$ cat src/hw/rtl/smab_pkg.sv
// ----------------------------------------------------------------------------
// Serial memory access bridge package
// Shared types and constants for the serial-to-bus bridge and its parser.
// ----------------------------------------------------------------------------
package smab_pkg;

  localparam logic [7:0] SYNC_BYTE = 8'h11;
  localparam logic [7:0] CMD_WRITE = 8'h00;
  localparam logic [7:0] CMD_READ  = 8'h01;
  localparam logic [7:0] CMD_BOOT  = 8'h02;

  localparam logic [2:0] KIND_STORE_WORD = 3'd0;
  localparam logic [2:0] KIND_STORE_BYTE = 3'd1;
  localparam logic [2:0] KIND_LOAD_WORD  = 3'd2;
  localparam logic [2:0] KIND_LOAD_BYTE  = 3'd3;
  localparam logic [2:0] KIND_SEND_BYTE  = 3'd4;
  localparam logic [2:0] KIND_BOOT_JUMP  = 3'd5;

  typedef enum logic [2:0] {
    PH_SYNC,
    PH_CMD,
    PH_ADDR,
    PH_LEN,
    PH_WDATA,
    PH_RWAIT
  } phase_t;

  // Results caused by one request: optional send bytes, then an optional
  // bus operation.
  typedef struct packed {
    logic [2:0]  count;
    logic        has_send;
    logic        send_word;
    logic [31:0] send_data;
    logic        has_op;
    logic [2:0]  op_kind;
    logic [31:0] op_addr;
    logic [31:0] op_data;
  } batch_t;

endpackage

$ cat src/hw/rtl/smab_parser.sv
// ----------------------------------------------------------------------------
// Serial memory access bridge parser
// Holds the command state and turns one request into a batch of results.
// ----------------------------------------------------------------------------
module smab_parser (
  input  logic            clk,
  input  logic            rst,
  input  logic            en,
  input  logic            action,
  input  logic [7:0]      rx_byte,
  input  logic [31:0]     read_data,
  output smab_pkg::batch_t batch
);
  import smab_pkg::*;

  phase_t      phase;
  phase_t      phase_next;
  logic [1:0]  command;
  logic [1:0]  command_next;
  logic [2:0]  byte_count;
  logic [2:0]  byte_count_next;
  logic [31:0] cur_address;
  logic [31:0] cur_address_next;
  logic [15:0] remaining;
  logic [15:0] remaining_next;
  logic [31:0] assembly_word;
  logic [31:0] assembly_word_next;
  logic        pending_is_word;
  logic        pending_is_word_next;

  logic [2:0]  bc_inc;
  logic [2:0]  step_sz;
  logic [31:0] addr_adv;
  logic [15:0] rem_adv;
  logic [31:0] addr_val;
  logic [15:0] len_val;
  logic [31:0] asm_val;
  logic        word_after_adv;
  logic        word_len;
  logic        cmd_valid;

  assign bc_inc         = byte_count + 3'd1;
  assign step_sz        = pending_is_word ? 3'd4 : 3'd1;
  assign addr_adv       = cur_address + {29'd0, step_sz};
  assign rem_adv        = remaining - {13'd0, step_sz};
  assign addr_val       = cur_address | ({24'd0, rx_byte} << {byte_count[1:0], 3'b000});
  assign len_val        = remaining | ({8'd0, rx_byte} << {byte_count[0], 3'b000});
  assign asm_val        = assembly_word | ({24'd0, rx_byte} << {byte_count[1:0], 3'b000});
  assign word_after_adv = (addr_adv[1:0] == 2'd0) && (rem_adv >= 16'd4);
  assign word_len       = (cur_address[1:0] == 2'd0) && (len_val >= 16'd4);
  assign cmd_valid      = rx_byte inside {CMD_WRITE, CMD_READ, CMD_BOOT};

  always_comb begin
    phase_next = phase;
    case (phase)
      PH_SYNC: begin
        if (!action && rx_byte == SYNC_BYTE) phase_next = PH_CMD;
      end
      PH_CMD: begin
        if (!action) phase_next = cmd_valid ? PH_ADDR : PH_SYNC;
      end
      PH_ADDR: begin
        if (!action && bc_inc[2]) begin
          phase_next = (command == CMD_BOOT[1:0]) ? PH_SYNC : PH_LEN;
        end
      end
      PH_LEN: begin
        if (!action && (bc_inc[2] || bc_inc[1])) begin
          if (len_val == 16'd0) phase_next = PH_SYNC;
          else if (command == CMD_READ[1:0]) phase_next = PH_RWAIT;
          else phase_next = PH_WDATA;
        end
      end
      PH_WDATA: begin
        if (!action && (!pending_is_word || bc_inc[2]) && rem_adv == 16'd0) begin
          phase_next = PH_SYNC;
        end
      end
      PH_RWAIT: begin
        if (action && rem_adv == 16'd0) phase_next = PH_SYNC;
      end
      default: phase_next = PH_SYNC;
    endcase
  end

  always_comb begin
    command_next         = command;
    byte_count_next      = byte_count;
    cur_address_next     = cur_address;
    remaining_next       = remaining;
    assembly_word_next   = assembly_word;
    pending_is_word_next = pending_is_word;
    batch                = '0;
    if (action) begin
      if (phase == PH_RWAIT) begin
        batch.has_send   = 1'b1;
        batch.send_word  = pending_is_word;
        batch.send_data  = read_data;
        cur_address_next = addr_adv;
        remaining_next   = rem_adv;
        if (rem_adv != 16'd0) begin
          pending_is_word_next = word_after_adv;
          byte_count_next      = 3'd0;
          assembly_word_next   = 32'd0;
          batch.has_op         = 1'b1;
          batch.op_kind        = word_after_adv ? KIND_LOAD_WORD : KIND_LOAD_BYTE;
          batch.op_addr        = addr_adv;
        end
      end
    end else begin
      case (phase)
        PH_CMD: begin
          if (cmd_valid) begin
            command_next     = rx_byte[1:0];
            byte_count_next  = 3'd0;
            cur_address_next = 32'd0;
          end
        end
        PH_ADDR: begin
          cur_address_next = addr_val;
          byte_count_next  = bc_inc;
          if (bc_inc[2]) begin
            byte_count_next = 3'd0;
            if (command == CMD_BOOT[1:0]) begin
              batch.has_op  = 1'b1;
              batch.op_kind = KIND_BOOT_JUMP;
              batch.op_addr = addr_val;
            end else begin
              remaining_next = 16'd0;
            end
          end
        end
        PH_LEN: begin
          remaining_next  = len_val;
          byte_count_next = bc_inc;
          if (bc_inc[2] || bc_inc[1]) begin
            byte_count_next = 3'd0;
            if (len_val != 16'd0) begin
              pending_is_word_next = word_len;
              assembly_word_next   = 32'd0;
              if (command == CMD_READ[1:0]) begin
                batch.has_op  = 1'b1;
                batch.op_kind = word_len ? KIND_LOAD_WORD : KIND_LOAD_BYTE;
                batch.op_addr = cur_address;
              end
            end
          end
        end
        PH_WDATA: begin
          if (pending_is_word) begin
            assembly_word_next = asm_val;
            byte_count_next    = bc_inc;
          end
          if (!pending_is_word || bc_inc[2]) begin
            batch.has_op     = 1'b1;
            batch.op_kind    = pending_is_word ? KIND_STORE_WORD : KIND_STORE_BYTE;
            batch.op_addr    = cur_address;
            batch.op_data    = pending_is_word ? asm_val : {24'd0, rx_byte};
            cur_address_next = addr_adv;
            remaining_next   = rem_adv;
            if (rem_adv != 16'd0) begin
              pending_is_word_next = word_after_adv;
              byte_count_next      = 3'd0;
              assembly_word_next   = 32'd0;
            end
          end
        end
        default: begin
        end
      endcase
    end
    batch.count = (batch.has_send ? (batch.send_word ? 3'd4 : 3'd1) : 3'd0)
                  + {2'd0, batch.has_op};
  end

  always_ff @(posedge clk) begin
    if (rst) begin
      phase           <= PH_SYNC;
      command         <= 2'd0;
      byte_count      <= 3'd0;
      cur_address     <= 32'd0;
      remaining       <= 16'd0;
      assembly_word   <= 32'd0;
      pending_is_word <= 1'b0;
    end else if (en) begin
      phase           <= phase_next;
      command         <= command_next;
      byte_count      <= byte_count_next;
      cur_address     <= cur_address_next;
      remaining       <= remaining_next;
      assembly_word   <= assembly_word_next;
      pending_is_word <= pending_is_word_next;
    end
  end

endmodule

$ cat src/hw/rtl/serial_memory_access_bridge_unit.sv
// ----------------------------------------------------------------------------
// Serial memory access bridge
// Parses serial command bytes and bus load returns into bus operations and
// bytes to transmit.
// ----------------------------------------------------------------------------
// A request is taken in every cycle unless results are backed up. Each request
// passes an input register, is parsed into a batch of zero to five results,
// and its results leave the output register one per cycle unless the output
// stalls, the first once the batch is loaded into the output register. A load
// return with a word load outstanding causes four send bytes and possibly the
// next load, so it holds the output register for up to five results; requests
// with no result never wait for the output side.
module serial_memory_access_bridge_unit (
  input  logic        clk,
  input  logic        rst,
  input  logic        in_valid,
  output logic        in_stall,
  input  logic        action,
  input  logic [7:0]  rx_byte,
  input  logic [31:0] read_data,
  output logic        out_valid,
  input  logic        out_stall,
  output logic [2:0]  kind,
  output logic [31:0] bus_address,
  output logic [31:0] bus_data,
  output logic [7:0]  tx_byte,
  output logic        last
);
  import smab_pkg::*;

  logic        s1_valid;
  logic        s1_action;
  logic [7:0]  s1_rx_byte;
  logic [31:0] s1_read_data;

  batch_t      nb;
  batch_t      b;
  logic        b_valid;
  logic [2:0]  pos;

  logic        adv;
  logic        out_acc;
  logic        b_done;
  logic        in_acc;
  logic        in_send;
  logic [31:0] send_shift;

  assign out_acc  = b_valid && !out_stall;
  assign b_done   = out_acc && last;
  assign adv      = s1_valid && (!b_valid || b_done || nb.count == 3'd0);
  assign in_stall = s1_valid && !adv;
  assign in_acc   = in_valid && !in_stall;

  smab_parser u_parser (
    .clk       (clk),
    .rst       (rst),
    .en        (adv),
    .action    (s1_action),
    .rx_byte   (s1_rx_byte),
    .read_data (s1_read_data),
    .batch     (nb)
  );

  always_ff @(posedge clk) begin
    if (rst) begin
      s1_valid <= 1'b0;
    end else if (in_acc) begin
      s1_valid <= 1'b1;
    end else if (adv) begin
      s1_valid <= 1'b0;
    end
  end

  always_ff @(posedge clk) begin
    if (in_acc) begin
      s1_action    <= action;
      s1_rx_byte   <= rx_byte;
      s1_read_data <= read_data;
    end
  end

  always_ff @(posedge clk) begin
    if (rst) begin
      b_valid <= 1'b0;
      pos     <= 3'd0;
    end else if (adv && nb.count != 3'd0) begin
      b_valid <= 1'b1;
      pos     <= 3'd0;
    end else if (b_done) begin
      b_valid <= 1'b0;
      pos     <= 3'd0;
    end else if (out_acc) begin
      pos <= pos + 3'd1;
    end
  end

  always_ff @(posedge clk) begin
    if (adv && nb.count != 3'd0) begin
      b <= nb;
    end
  end

  assign in_send    = b.has_send && (b.send_word ? (pos < 3'd4) : (pos == 3'd0));
  assign send_shift = b.send_data >> {pos[1:0], 3'b000};

  assign out_valid   = b_valid;
  assign kind        = in_send ? KIND_SEND_BYTE : b.op_kind;
  assign bus_address = in_send ? 32'd0 : b.op_addr;
  assign bus_data    = in_send ? 32'd0 : b.op_data;
  assign tx_byte     = in_send ? send_shift[7:0] : 8'd0;
  assign last        = (pos == (b.count - 3'd1));

  a_pos_in_batch: assert property (@(posedge clk) disable iff (rst)
    b_valid |-> (pos < b.count))
    else $error("result index beyond batch size");

  a_batch_nonempty: assert property (@(posedge clk) disable iff (rst)
    b_valid |-> (b.count != 3'd0))
    else $error("empty batch held in output register");

  a_batch_release: assert property (@(posedge clk) disable iff (rst)
    (b_done && !(adv && nb.count != 3'd0)) |=> !b_valid)
    else $error("batch not released after its last result");

  a_no_overwrite: assert property (@(posedge clk) disable iff (rst)
    (b_valid && !b_done && adv) |-> (nb.count == 3'd0))
    else $error("new batch loaded over unfinished batch");

endmodule
$ cat config.mk
export PLATFORM = sky130hd
export DESIGN_NAME = serial_memory_access_bridge_unit
export DESIGN_NICKNAME = d
export VERILOG_FILES = /design/src/hw/rtl/smab_pkg.sv /design/src/hw/rtl/smab_parser.sv /design/src/hw/rtl/serial_memory_access_bridge_unit.sv
export SDC_FILE = /design/constraint.sdc
export NUM_CORES = 1
export LEC_CHECK = 0
export ABC_AREA = 1
export BUFFER_PORTS_ARGS = -buffer_cell sky130_fd_sc_hd__buf_2
export CORE_MARGIN = 5
export CORE_UTILIZATION = 25
export CTS_BUF_LIST = sky130_fd_sc_hd__clkbuf_4
export DETAILED_ROUTE_END_ITERATION = 10
export PLACE_DENSITY = 0.47
export SYNTH_ARGS = -nofsm -noshare
export SYNTH_HDL_FRONTEND = slang
export SYNTH_SLANG_ARGS = --single-unit
export TNS_END_PERCENT = 20
$ cat constraint.sdc
create_clock -name clk -period 6.9 [get_ports clk]
set_input_delay 0.69 -clock clk [delete_from_list [all_inputs] [get_ports clk]]
set_output_delay 0.69 -clock clk [all_outputs]
set_load 0.05 [all_outputs]
# [Word-level counts from Yosys, hierarchy flattened]
# Cells that the tools add are included.
[word_totals] register_bits=239 input_bits=45 word_cells=194 output_inout_bits=78
[op_classes] bitwise=7 reduce_logical=54 n_lt_le_gt_ge=3 add_sub_neg=6 n_mux=75 eq_ne=25 n_shift=3
[op_table] operator="$mux 32" n=15
[op_table] operator="$mux 36" n=7
[op_table] operator="$pmux 36 s3" n=1
[op_table] operator="$pmux 32 s3" n=1
[op_table] operator="$mux 16" n=5
[op_table] operator="$mux 70" n=1
[op_table] operator="$mux 68" n=1
[op_table] operator="$or 32x32->32" n=2
[op_table] operator="$pmux 32 s2" n=1
[op_table] operator="$mux 3" n=19
[op_table] operator="$pmux 16 s3" n=1
[op_table] operator="$mux 34" n=1
[op_table] operator="$add 32x3->32" n=1
[op_table] operator="$ge 16x3->1 const B" n=2
[op_table] operator="$logic_not 16->1" n=2
[op_table] operator="$reduce_bool 16->1" n=2
[op_table] operator="$shl 8x5->32" n=1
[op_table] operator="$shr 32x5->8" n=1
[op_table] operator="$pmux 3 s6" n=1
[op_table] operator="$reduce_and 6->1" n=3
[op_table] operator="$or 16x16->16" n=1
[op_table] operator="$shl 8x4->16" n=1
[op_table] operator="$sub 16x3->16" n=1
[op_table] operator="$logic_and 1x1->1" n=15
[op_table] operator="other kinds (38)" n=87

# [Longest topological paths before layout]
# Gate-level depths: netlist (run 1).
[logic_depth] word_depth=19 ltp_mapped=30 depth_no_buf=26

# [Modules after synthesis]
# A second synthesis (run 1) with hierarchy kept.
[hier_totals] cells_unflattened=1689 area_unflattened_um2=13227.7
[modules_own_cells] module="smab_parser" cells_each=1278 seq_area_each_um2=1781.7 n_inst=1 area_each_um2=7652.3
[modules_own_cells] module="serial_memory_access_bridge_unit" cells_each=411 seq_area_each_um2=4454.3 n_inst=1 area_each_um2=5575.3

# [Worst setup path after synthesis (run 1)]
# Ideal clock, no wire load.
[synth_path] kind="register -> register" startpoint="register u_parser.pending_is_word" endpoint="register b[0] (netlist bit), enable pin" path_slack_ps=1052 setup_ps=458 path_buffers=3 stages_incl_launch_ff=26 period_less_slack_ps=5848 t_arrival_ps=5390 required_time_ps=6442 cell_sequence="dfxtp_1 inv_1 clkbuf_1 clkbuf_1 ha_1 ha_1 inv_1 nand2_2 nand2_2 nor2_1 nand2_1 xor2_1 nand2_1 nor2_4 nand3_4 nand2_2 buf_4 o21ai_1 inv_1 ha_1 o21ai_1 nand2_1 nand2_1 inv_2 nand2_1 inv_1"
[synth_via] elab_chain_len=11 word_cells_on_any_way=19 cone_classes="2 x add/sub; 9 x mux; 8 x reduce/logical"
[synth_lines] item="start, declared" line_no="smab_parser.sv:28" rtl="logic pending_is_word;"
[synth_lines] item="start signal, assigned" line_no="smab_parser.sv:192" rtl="pending_is_word <= pending_is_word_next;"
[synth_lines] item="$mux 3" line_no="smab_parser.sv:43" rtl="assign step_sz = pending_is_word ? 3'd4 : 3'd1;"
[synth_lines] item="$sub 16x3->16" line_no="smab_parser.sv:45" rtl="assign rem_adv = remaining - {13'd0, step_sz};"
[synth_lines] item="$reduce_bool 16->1" line_no="smab_parser.sv:101" rtl="if (rem_adv != 16'd0) begin"
[synth_lines] item="$mux 36" line_no="smab_parser.sv:101"
[synth_lines] item="$mux 70" line_no="smab_parser.sv:95" rtl="if (phase == PH_RWAIT) begin"
[synth_lines] item="$mux 36" line_no="smab_parser.sv:94" rtl="if (action) begin"
[synth_lines] item="$add 3x1->3 *" line_no="smab_parser.sv:173" rtl="+ {2'd0, batch.has_op};"
[synth_lines] item="$logic_not 3->1" line_no="serial_memory_access_bridge_unit.sv:50" rtl="assign adv = s1_valid && (!b_valid || b_done || nb.count == 3'd0);"
[synth_lines] item="$logic_or 1x1->1" line_no="serial_memory_access_bridge_unit.sv:50"
[synth_lines] item="$logic_and 1x1->1" line_no="serial_memory_access_bridge_unit.sv:50"
[synth_lines] item="$logic_and 1x1->1 *" line_no="serial_memory_access_bridge_unit.sv:98" rtl="if (adv && nb.count != 3'd0) begin"
[synth_lines] item="end signal, assigned" line_no="serial_memory_access_bridge_unit.sv:99" rtl="b <= nb;"
[synth_lines] item="end, declared" line_no="serial_memory_access_bridge_unit.sv:37" rtl="batch_t b;"
# Every way passes the cells marked *; elsewhere a longest branch is shown, timed or not.
# A chain may end at the register's enable or synchronous reset.

# [Worst setup path after layout (run 1)]
[layout_path] startpoint="register u_parser.byte_count[0]" endpoint="output port in_stall"
[layout_via] elab_chain_len=13 word_cells_on_any_way=18 cone_classes="2 x add/sub; 1 x shift; 6 x mux; 1 x bitwise; 8 x reduce/logical"
[layout_lines] item="start, declared" line_no="smab_parser.sv:20" rtl="logic [2:0] byte_count;"
[layout_lines] item="start signal, assigned" line_no="smab_parser.sv:188" rtl="byte_count <= byte_count_next;"
[layout_lines] item="$shl 8x4->16" line_no="smab_parser.sv:47" rtl="assign len_val = remaining | ({8'd0, rx_byte} << {byte_count[0], 3'b000});"
[layout_lines] item="$or 16x16->16" line_no="smab_parser.sv:47"
[layout_lines] item="$reduce_bool 16->1" line_no="smab_parser.sv:138" rtl="if (len_val != 16'd0) begin"
[layout_lines] item="$mux 36" line_no="smab_parser.sv:138"
[layout_lines] item="$mux 36" line_no="smab_parser.sv:136" rtl="if (bc_inc[2] || bc_inc[1]) begin"
[layout_lines] item="$pmux 36 s3 *" line_no="smab_parser.sv:111" rtl="case (phase)"
[layout_lines] item="$mux 36 *" line_no="smab_parser.sv:94"
[layout_lines] item="$add 3x1->3 *" line_no="smab_parser.sv:173"
[layout_lines] item="$logic_not 3->1 *" line_no="serial_memory_access_bridge_unit.sv:50"
[layout_lines] item="$logic_or 1x1->1 *" line_no="serial_memory_access_bridge_unit.sv:50"
[layout_lines] item="$logic_and 1x1->1 *" line_no="serial_memory_access_bridge_unit.sv:50"
[layout_lines] item="$logic_not 1->1 *" line_no="serial_memory_access_bridge_unit.sv:51" rtl="assign in_stall = s1_valid && !adv;"
[layout_lines] item="$logic_and 1x1->1 *" line_no="serial_memory_access_bridge_unit.sv:51"
[layout_lines] item="end, declared" line_no="serial_memory_access_bridge_unit.sv:17" rtl="output logic in_stall,"
# Marks and branches as above.

==> results of run 1 <==
[placed cells by master, fill, tap and decap left out, types with 15 or more instances in the layout]
cell,netlist,routed
nor2_1,317,315
inv_1,246,244
o21ai_1,32,31
clkinv_1,2,17
nand4_1,15,15
dlygate4sd3_1,0,37
clkbuf_4,0,103
buf_2,18,122
a21oi_1,128,128
xor2_1,28,28
a22oi_1,17,17
nor3_1,23,22
edfxtp_1,145,145
and2_1,22,22
o21ai_0,123,123
nand2_1,289,289
o22ai_1,25,25
nand3_1,89,89
dfxtp_1,94,94
[worst max path at each step]
| stage | startpoint | end | depth (start not counted) |
|---|---|---|---|
| 3_3_place_gp | u_parser.byte_count[0] | b[55] | 20 |
| 5_1_grt | u_parser.byte_count[0] | in_stall | 16 |
| 2_1_floorplan | u_parser.pending_is_word | b[0] | 25 |
| 3_5_place_dp | u_parser.byte_count[0] | b[54] | 20 |
| 6_report | u_parser.byte_count[0] | in_stall | 16 |
| 4_1_cts | u_parser.byte_count[0] | in_stall | 16 |
[power by group through the flow]
stage / registers [mW] / clock network, mW / logic [mW]
after floorplan: 1.59 / 0 / 0.194
after global placement: 1.61 / 0 / 0.257
after detailed placement: 1.61 / 0 / 0.259
after CTS: 1.58 / 1.47 / 0.277
after global routing: 1.58 / 1.55 / 0.312
final: 1.58 / 1.40 / 0.277
[metrics by stage]
| step | util (%) | std cells |
|---|---|---|
| 6_report | 30.0 | 2675 |
| 5_1_grt | 30.0 | 2674 |
| 4_1_cts | 30.0 | 2673 |
| 3_5_place_dp | 27.6 | 2509 |
| 3_3_place_gp | 27.6 | 2509 |
| 2_1_floorplan | - | 1776 |
[registers in the layout, indices dropped and copies added (netlist names), 2 cells and up]
| signal | cells |
|---|---|
| u_parser.remaining | 16 |
| u_parser.assembly_word | 32 |
| u_parser.cur_address | 32 |
| u_parser.byte_count | 3 |
| b | 104 |
| s1_read_data | 32 |
| pos | 3 |
| u_parser.command | 2 |
| s1_rx_byte | 8 |
| u_parser.phase | 3 |
[routing by layer]
layer  wire length, um  vias up  part of all wire (%)  track usage [%]
met5                 0        -                     0                0
met4              1570        0                   3.6             6.50
met3              2790      102                   6.5             3.25
met2             20700      430                    48             24.2
met1             18000     5792                    42             18.3
li1                  -     6147                     -                -
[logic make-up (layout without fill, tap and decap cells)]
group,after synthesis,count (layout),share of synthesized area (%)
AND/OR/NAND/NOR,785,785,24.9
AO/OA/AOI/OAI,356,356,14.6
buffers and inverters,353,562,10.4
flip-flops,239,239,46.9
XOR/XNOR,31,31,2.04
adder cells (fa/ha/maj),12,12,1.13
other,0,2,0
[area by class of cell]
class | instances | area (um^2)
multi-input combinational | 1184 | 5710
clock inverter | 24 | 146
antenna | 2 | 5.00
inverter | 261 | 983
clock buffer | 103 | 773
fill | 5656 | 36800
sequential | 239 | 6240
tap | 688 | 861
timing repair buffer | 174 | 1110
[critical path, stage by stage, from the launching register on]
cell	delay (ns)
dfxtp_1	0.58
inv_2	0.54
a21oi_1	0.14
and2_1	0.19
nand2_1	0.11
nor3_2	0.06
nor2_1	0.17
nand3_1	0.20
o21ai_4	0.43
nor2_1	0.08
o21ai_1	0.23
inv_1	0.07
ha_1	0.19
o21ai_1	0.10
nand2_1	0.11
nor2_1	0.32
buf_2	0.34
==> results by group, run 1 <==
Status
  • Status: finished clean

Global routing
  • Gr usage total: approximately 15%
  • Vias in the first global route: about 12000
  • Grt ovf: 0
  • Pin count of the biggest net entering global routing: 89
  • First-pass GRT wire length: 66900 um
  • Initial antenna violation count: 1

Timing
  • RSZ-0062 raised after global routing: false
  • Hold WS: 0.0989 ns
  • Max Clock Skew: a little over 0.06 ns
  • Slew HR: roughly 29%
  • Final Cycle Share: between 70% and 80%
  • PnR worst setup slack: between 1.5 and 2 ns
  • Final setup vio count: 0
  • Final number of hold-violating endpoints: 0
  • Fmax: 187 MHz
  • Setup TNS Final: 0 ns
  • Minimum clock period: around 5.3 ns
  • Max-slew violations: 0
  • Worst Tran Pin Value: 1.06 ns

Floorplanning
  • I/O Pins: around 120
  • Die H: approximately 240 um
  • DIE WIDTH: ~240 um
  • Initial core utilization: between 20 and 30%
  • Core Region: about 53000 um^2
  • Die area: approximately 58000 um^2
  • FP Rows: 84

Worst setup path
  • Required time worst endpoint: 6.21 ns
  • R2R Setup Slk: about 1.8 ns
  • Arrival time worst endpoint: ~4.7 ns
  • Critical path fanouts, max: 32
  • FF-to-FF Start: u_parser.byte_count[0]
  • Worst setup SP type: flop
  • RR Endpoint: b[30]
  • WS Path Type: flop to output pin
  • Endpoint type of the worst setup path: output pin
  • Reg2Reg Depth: 20

Yosys
  • Largest cells by area after synthesis: edfxtp_1, dfxtp_1, nor2_1, nand2_1, inv_1
  • Fraction of registers with async set/reset: 0%
  • Post-synth EDFFs: about 150
  • Post-synthesis net count: around 1800
  • Distinct cells, synth: 42
  • Post-synthesis sequential area ratio: between 40% and 50%
  • Yosys warns: 0
  • Synth top area share: 32.7%
  • Most frequent cells after synthesis: nor2_1, nand2_1, inv_1, edfxtp_1, a21oi_1
  • Syn Inst Count: approximately 1800
  • Syn Std Cell Area: about 13000 um^2
  • Synthesis-stage register bit count: 239
  • Dominant cell type by area after synthesis: edfxtp_1
  • Top_reg_cell synth: edfxtp_1
  • Most frequent cell after synthesis: nor2_1
  • Syn_area_per_cell: 7.49 um^2

Layout
  • Design area: 15800 um^2
  • Area delta synth->final: 18.9%
  • Share of post-route cells with drive strength above 1: ~15%
  • Layout Nets: a little under 2000

Clock network
  • Post-cts hold buffer count: 37
  • H-tree depth: 3
  • Clock Path Buffers: 3
  • CTS tree: built
  • Worst-Skew Late Latency: ~0.80 ns
  • Clk slew on worst S/H paths: 0.06 ns
  • Clock sinks: ~240
  • Root Driver: clkbuf_4
  • Post-CTS Setup Repair Bufs: 0
  • Post-CTS sizing: 0
  • Clock buffer count from CTS: 71

Pwr
  • Pwr Density: approximately 210 nW/um^2
  • Switching Power: between 0.8 and 0.9 mW
  • Comb pwr share: between 8 and 9%
  • Register share of total power: 48.5%
  • Clock Power Share: 43.0%
  • Total chip power: between 3 and 4 mW
  • Internal: 2.36 mW
  • Switching Fraction: between 20% and 30%
  • VDD IR max: between 0.09 and 0.1 mV
  • Cell leakage power: a little under 7 nW

Route
  • Per-cell routed wire length: between 15 and 20 um
  • Drt total wl: roughly 43000 um
  • Avg Vias per Cell: around 4.7
  • DRC errors left: 0
  • Pre-antenna DRT Iters: 10
  • Initial DRC count: 890
  • Via count: between 10000 and 15000
  • Post-DRT Antenna Nets: 0

Hold path
  • Hold Startpoint: rx_byte[7]
  • Worst hold path type: input pin to flop
  • WHS Path Cells: 1
  • Hold Crit Endpoint: s1_rx_byte[7]

Placed design
  • I/O Buffers: 122
  • Area after DPL: roughly 15000 um^2
  • Detailed Place HPWL: between 20000 and 30000 um
  • GP Congestion: 0.910
  • Worst slack, placed: 1.86 ns

Flow run
  • Number of max-cap violations: 0
No activity file was read; power rests on OpenSTA's default activity.
==> inputs of run 2 (changes only) <==
Settings changed: ABC_AREA 1 to 0, PLACE_DENSITY 0.47 to 0.49.
Clock period 6.9 ns to 4.4 ns, I/O delays scaled along.
==> results by group, run 2 <==
Status
  • Status: finished clean (unchanged)

Layout
  • Most common cell after layout, fill and taps aside: nor2_1 (unchanged)
  • Finished Core Util: 31.5% (was 30.0%)
  • Share of post-route cells with drive strength above 1: 21.8% (was 14.7%)
  • Area delta synth->final: 25.2% (was 18.9%)
  • Post-route insts no fill: 2150 (was 2675)
  • Layout Nets: 1530 (was 1988)
  • Max FFs per register: 104 (unchanged)
  • Commonest non-fill, non-tap cells in the layout: nor2_1, edfxtp_1, buf_2, and2_1, a21oi_1 (was nor2_1, nand2_1, inv_1, edfxtp_1, a21oi_1)
  • Filler cells: 5082 (was 5656)
  • Design area: 15300 um^2 (was 15800 um^2)
  • Most flop-heavy register: b (unchanged)

Route
  • Met1 wire length: 16800 um (was 18000 um)
  • Via count: 10575 (was 12471)
  • Drt total wl: 39500 um (was 43100 um)
  • Met2 Wirelength: 18900 um (was 20700 um)
  • Metal3 WL: 2670 um (was 2790 um)
  • Avg Vias per Cell: 4.92 (was 4.66)
  • Pre-antenna DRT Iters: 6 (was 10)
  • Per-cell routed wire length: 18.4 um (was 16.1 um)
  • Initial DRC count: 751 (was 890)
  • Post-DRT Antenna Nets: 0 (unchanged)
  • DR top layer: met4 (unchanged)
  • DRC errors left: 0 (unchanged)

Timing
  • Fmax: 236 MHz
  • Worst Tran Pin Value: 1.43 ns (was 1.06 ns)
  • Hold WS: 0.296 ns (was 0.0989 ns)
  • Max Clock Skew: 0.0586 ns (was 0.0616 ns)
  • Setup TNS Final: 0 ns (unchanged)
  • Max-slew violations: 0 (unchanged)
  • PnR worst setup slack: 0.159 ns (was 1.55 ns)
  • Final number of hold-violating endpoints: 0 (unchanged)
  • Final Cycle Share: between 90% and 100%
  • Minimum clock period: around 4.2 ns
  • Slew HR: 4.20% (was 29.4%)
  • Final setup vio count: 0 (unchanged)

Worst setup path
  • Required time worst endpoint: 3.96 ns (was 6.21 ns)
  • Endpoint type of the worst setup path: output pin (unchanged)
  • Reg2Reg Depth: 19 (was 20)
  • Worst setup SP type: flop (unchanged)
  • Arrival time worst endpoint: 3.80 ns (was 4.66 ns)
  • RR Endpoint: u_parser.cur_address[12] (was b[30])
  • R2R Setup Slk: 0.19 ns (was 1.84 ns)
  • WS Path Type: flop to output pin (unchanged)
  • FF-to-FF Start: u_parser.pending_is_word (was u_parser.byte_count[0])
  • Critical path fanouts, max: 7 (was 32)

Floorplanning
  • Core Region: 48600 um^2 (was 52700 um^2)
  • I/O Pins: 123 (unchanged)
  • Die area: 53400 um^2 (was 58000 um^2)
  • FP Rows: 81 (was 84)
  • DIE WIDTH: 231 um (was 241 um)
  • Die H: 231 um (was 241 um)
  • Initial core utilization: 25.1% (was 25.3%)

Placed design
  • Area after DPL: 13900 um^2 (was 14500 um^2)
  • I/O Buffers: 122 (unchanged)
  • GP Congestion: 0.894 (was 0.910)
  • Worst slack, placed: 0.184 ns (was 1.86 ns)
  • Detailed Place HPWL: 26300 um (was 29300 um)
  • Placed cells: 1979 (was 2509)

Global routing
  • Grt ovf: 0 (unchanged)
  • Gr usage total: 14.6% (about the same)
  • Pin count of the biggest net entering global routing: 71 (was 89)
  • Vias in the first global route: 10657 (was 12122)
  • First-pass GRT wire length: 61200 um (was 66900 um)
  • Initial antenna violation count: 1 (unchanged)

Yosys
  • Top_reg_cell synth: edfxtp_1 (unchanged)
  • Post-synth EDFFs: 145 (unchanged)
  • Fraction of registers with async set/reset: 0% (unchanged)
  • Distinct cells, synth: 79 (was 42)
  • Synthesis-stage register bit count: 239 (unchanged)
  • Yosys warns: 0 (unchanged)
  • Dominant cell type by area after synthesis: edfxtp_1 (unchanged)
  • Most frequent cell after synthesis: nor2_1 (unchanged)
  • Syn Inst Count: 1270 (was 1776)
  • Synth top area share: 35.6% (was 32.7%)
  • Syn Std Cell Area: 12200 um^2 (was 13300 um^2)
  • Post-synthesis net count: 1327 (was 1833)
  • Post-synthesis sequential area ratio: 51.0% (was 46.9%)
  • Syn_area_per_cell: 9.63 um^2 (was 7.49 um^2)
  • Largest cells by area after synthesis: edfxtp_1, dfxtp_1, and2_1, nor2_1, a21oi_1 (was edfxtp_1, dfxtp_1, nor2_1, nand2_1, inv_1)
  • Most frequent cells after synthesis: nor2_1, edfxtp_1, and2_1, a21oi_1, dfxtp_1 (was nor2_1, nand2_1, inv_1, edfxtp_1, a21oi_1)

Pwr
  • VDD IR max: 0.113 mV (was 0.0951 mV)
  • Total chip power: 5.12 mW (was 3.25 mW)
  • Clock Power Share: 45.1% (was 43.0%)
  • Register share of total power: 47.1% (was 48.5%)
  • Comb pwr share: 7.8% (was 8.5%)
  • Internal: 3.86 mW (was 2.36 mW)
  • Pwr Density: 335 nW/um^2 (was 206 nW/um^2)
  • Switching Fraction: 24.6% (was 27.3%)
  • Switching Power: 1.26 mW (was 0.889 mW)
  • Cell leakage power: 5.90 nW (was 6.73 nW)

Clock network
  • Clock Path Buffers: 3 (unchanged)
  • Root Driver: clkbuf_4 (unchanged)
  • Clock sinks: 239 (unchanged)
  • H-tree depth: 3 (unchanged)
  • Clk slew on worst S/H paths: 0.06 ns (about the same)
  • CTS tree: built (unchanged)
  • Clock buffer count from CTS: 69 (was 71)
  • Worst-Skew Late Latency: 0.78 ns (was 0.80 ns)

Hold path
  • Hold Startpoint: rst (was rx_byte[7])
  • Hold Crit Endpoint: u_parser.cur_address[31] (was s1_rx_byte[7])
  • Worst hold path type: input pin to flop (unchanged)
  • WHS Path Cells: 2 (was 1)

Flow run
  • Number of max-cap violations: 0 (unchanged)
-- run 2: cell types whose count changed after synthesis, sizes merged, moves of 16 or more --
cell   previous run  this run
o21ai           155        61
and3              2        24
nor2b             0        18
and2             22       111
buf              33        17
nand2           296        86
a21oi           128       103
nor2            324       180
inv             259        23
nand3            91        27
-- run 2: cell type report --
cell class | instances | area (um^2) | share of cell area, %
sequential | 239 | 6240 | 40.8
multi-input combinational | 916 | 5620 | 36.7
timing repair buffer | 223 | 1600 | 10.4
tap | 622 | 778 | 5.08
clock buffer | 96 | 721 | 4.71
clock inverter | 29 | 250 | 1.63
inverter | 24 | 103 | 0.670
antenna | 1 | 2.50 | 0.0163
-- run 2: kinds of logic after synthesis --
| family | share of synthesized area, % |
|---|---|
| compound gates | 16.5 |
| xor+xnor | 2.26 |
| fa+ha+maj | 1.23 |
| buf+inv | 3.79 |
| flops | 51.0 |
| mux | 2.32 |
| simple gates | 22.9 |
-- run 2: layer usage --
metal / global-route usage [%] / vias to the layer above
li1: - / 5074
met3: 3.39 / 83
met1: 18.6 / 5074
met5: 0 / -
met4: 6.54 / 0
met2: 23.8 / 344
-- run 2: worst max path at each step --
stage / start / endpoint / depth (start not counted)
finish: u_parser.pending_is_word / in_stall / 14
global route: u_parser.pending_is_word / in_stall / 14
CTS: u_parser.pending_is_word / in_stall / 14
detailed placement: u_parser.pending_is_word / u_parser.assembly_word[6] / 20
global placement: u_parser.pending_is_word / u_parser.assembly_word[4] / 20
floorplan: u_parser.pending_is_word / b[0] / 15
-- run 2: timing repair --
action,in CTS,in global routing
gates resized for setup,2,4
endpoints found under the hold margin,44,0
pin swaps,0,3
buffers inserted,1,1
setup endpoints to repair,1,30
hold buffers,43,0
-- run 2: power groups by stage --
| stage | registers [mW] | clock network, mW | logic [mW] |
|---|---|---|---|
| global placement | 2.46 | 0 | 0.352 |
| CTS | 2.41 | 2.41 | 0.387 |
| floorplan | 2.46 | 0 | 0.220 |
| global route | 2.42 | 2.53 | 0.435 |
| finish | 2.41 | 2.31 | 0.399 |
| detailed placement | 2.46 | 0 | 0.354 |
-- run 2: critical path, cell delays in order, from the launching register on --
cell and delay (ns):
dfxtp_2 0.40, clkinv_8 0.06, ha_4 0.17, or4_4 0.56
a2111oi_4 0.41, nand2b_2 0.12, mux2i_4 0.25, nor3_4 0.08
nor2_4 0.14, nor2_4 0.05, ha_2 0.18, o21ai_2 0.09
nand4_1 0.20, inv_2 0.14, buf_6 0.17
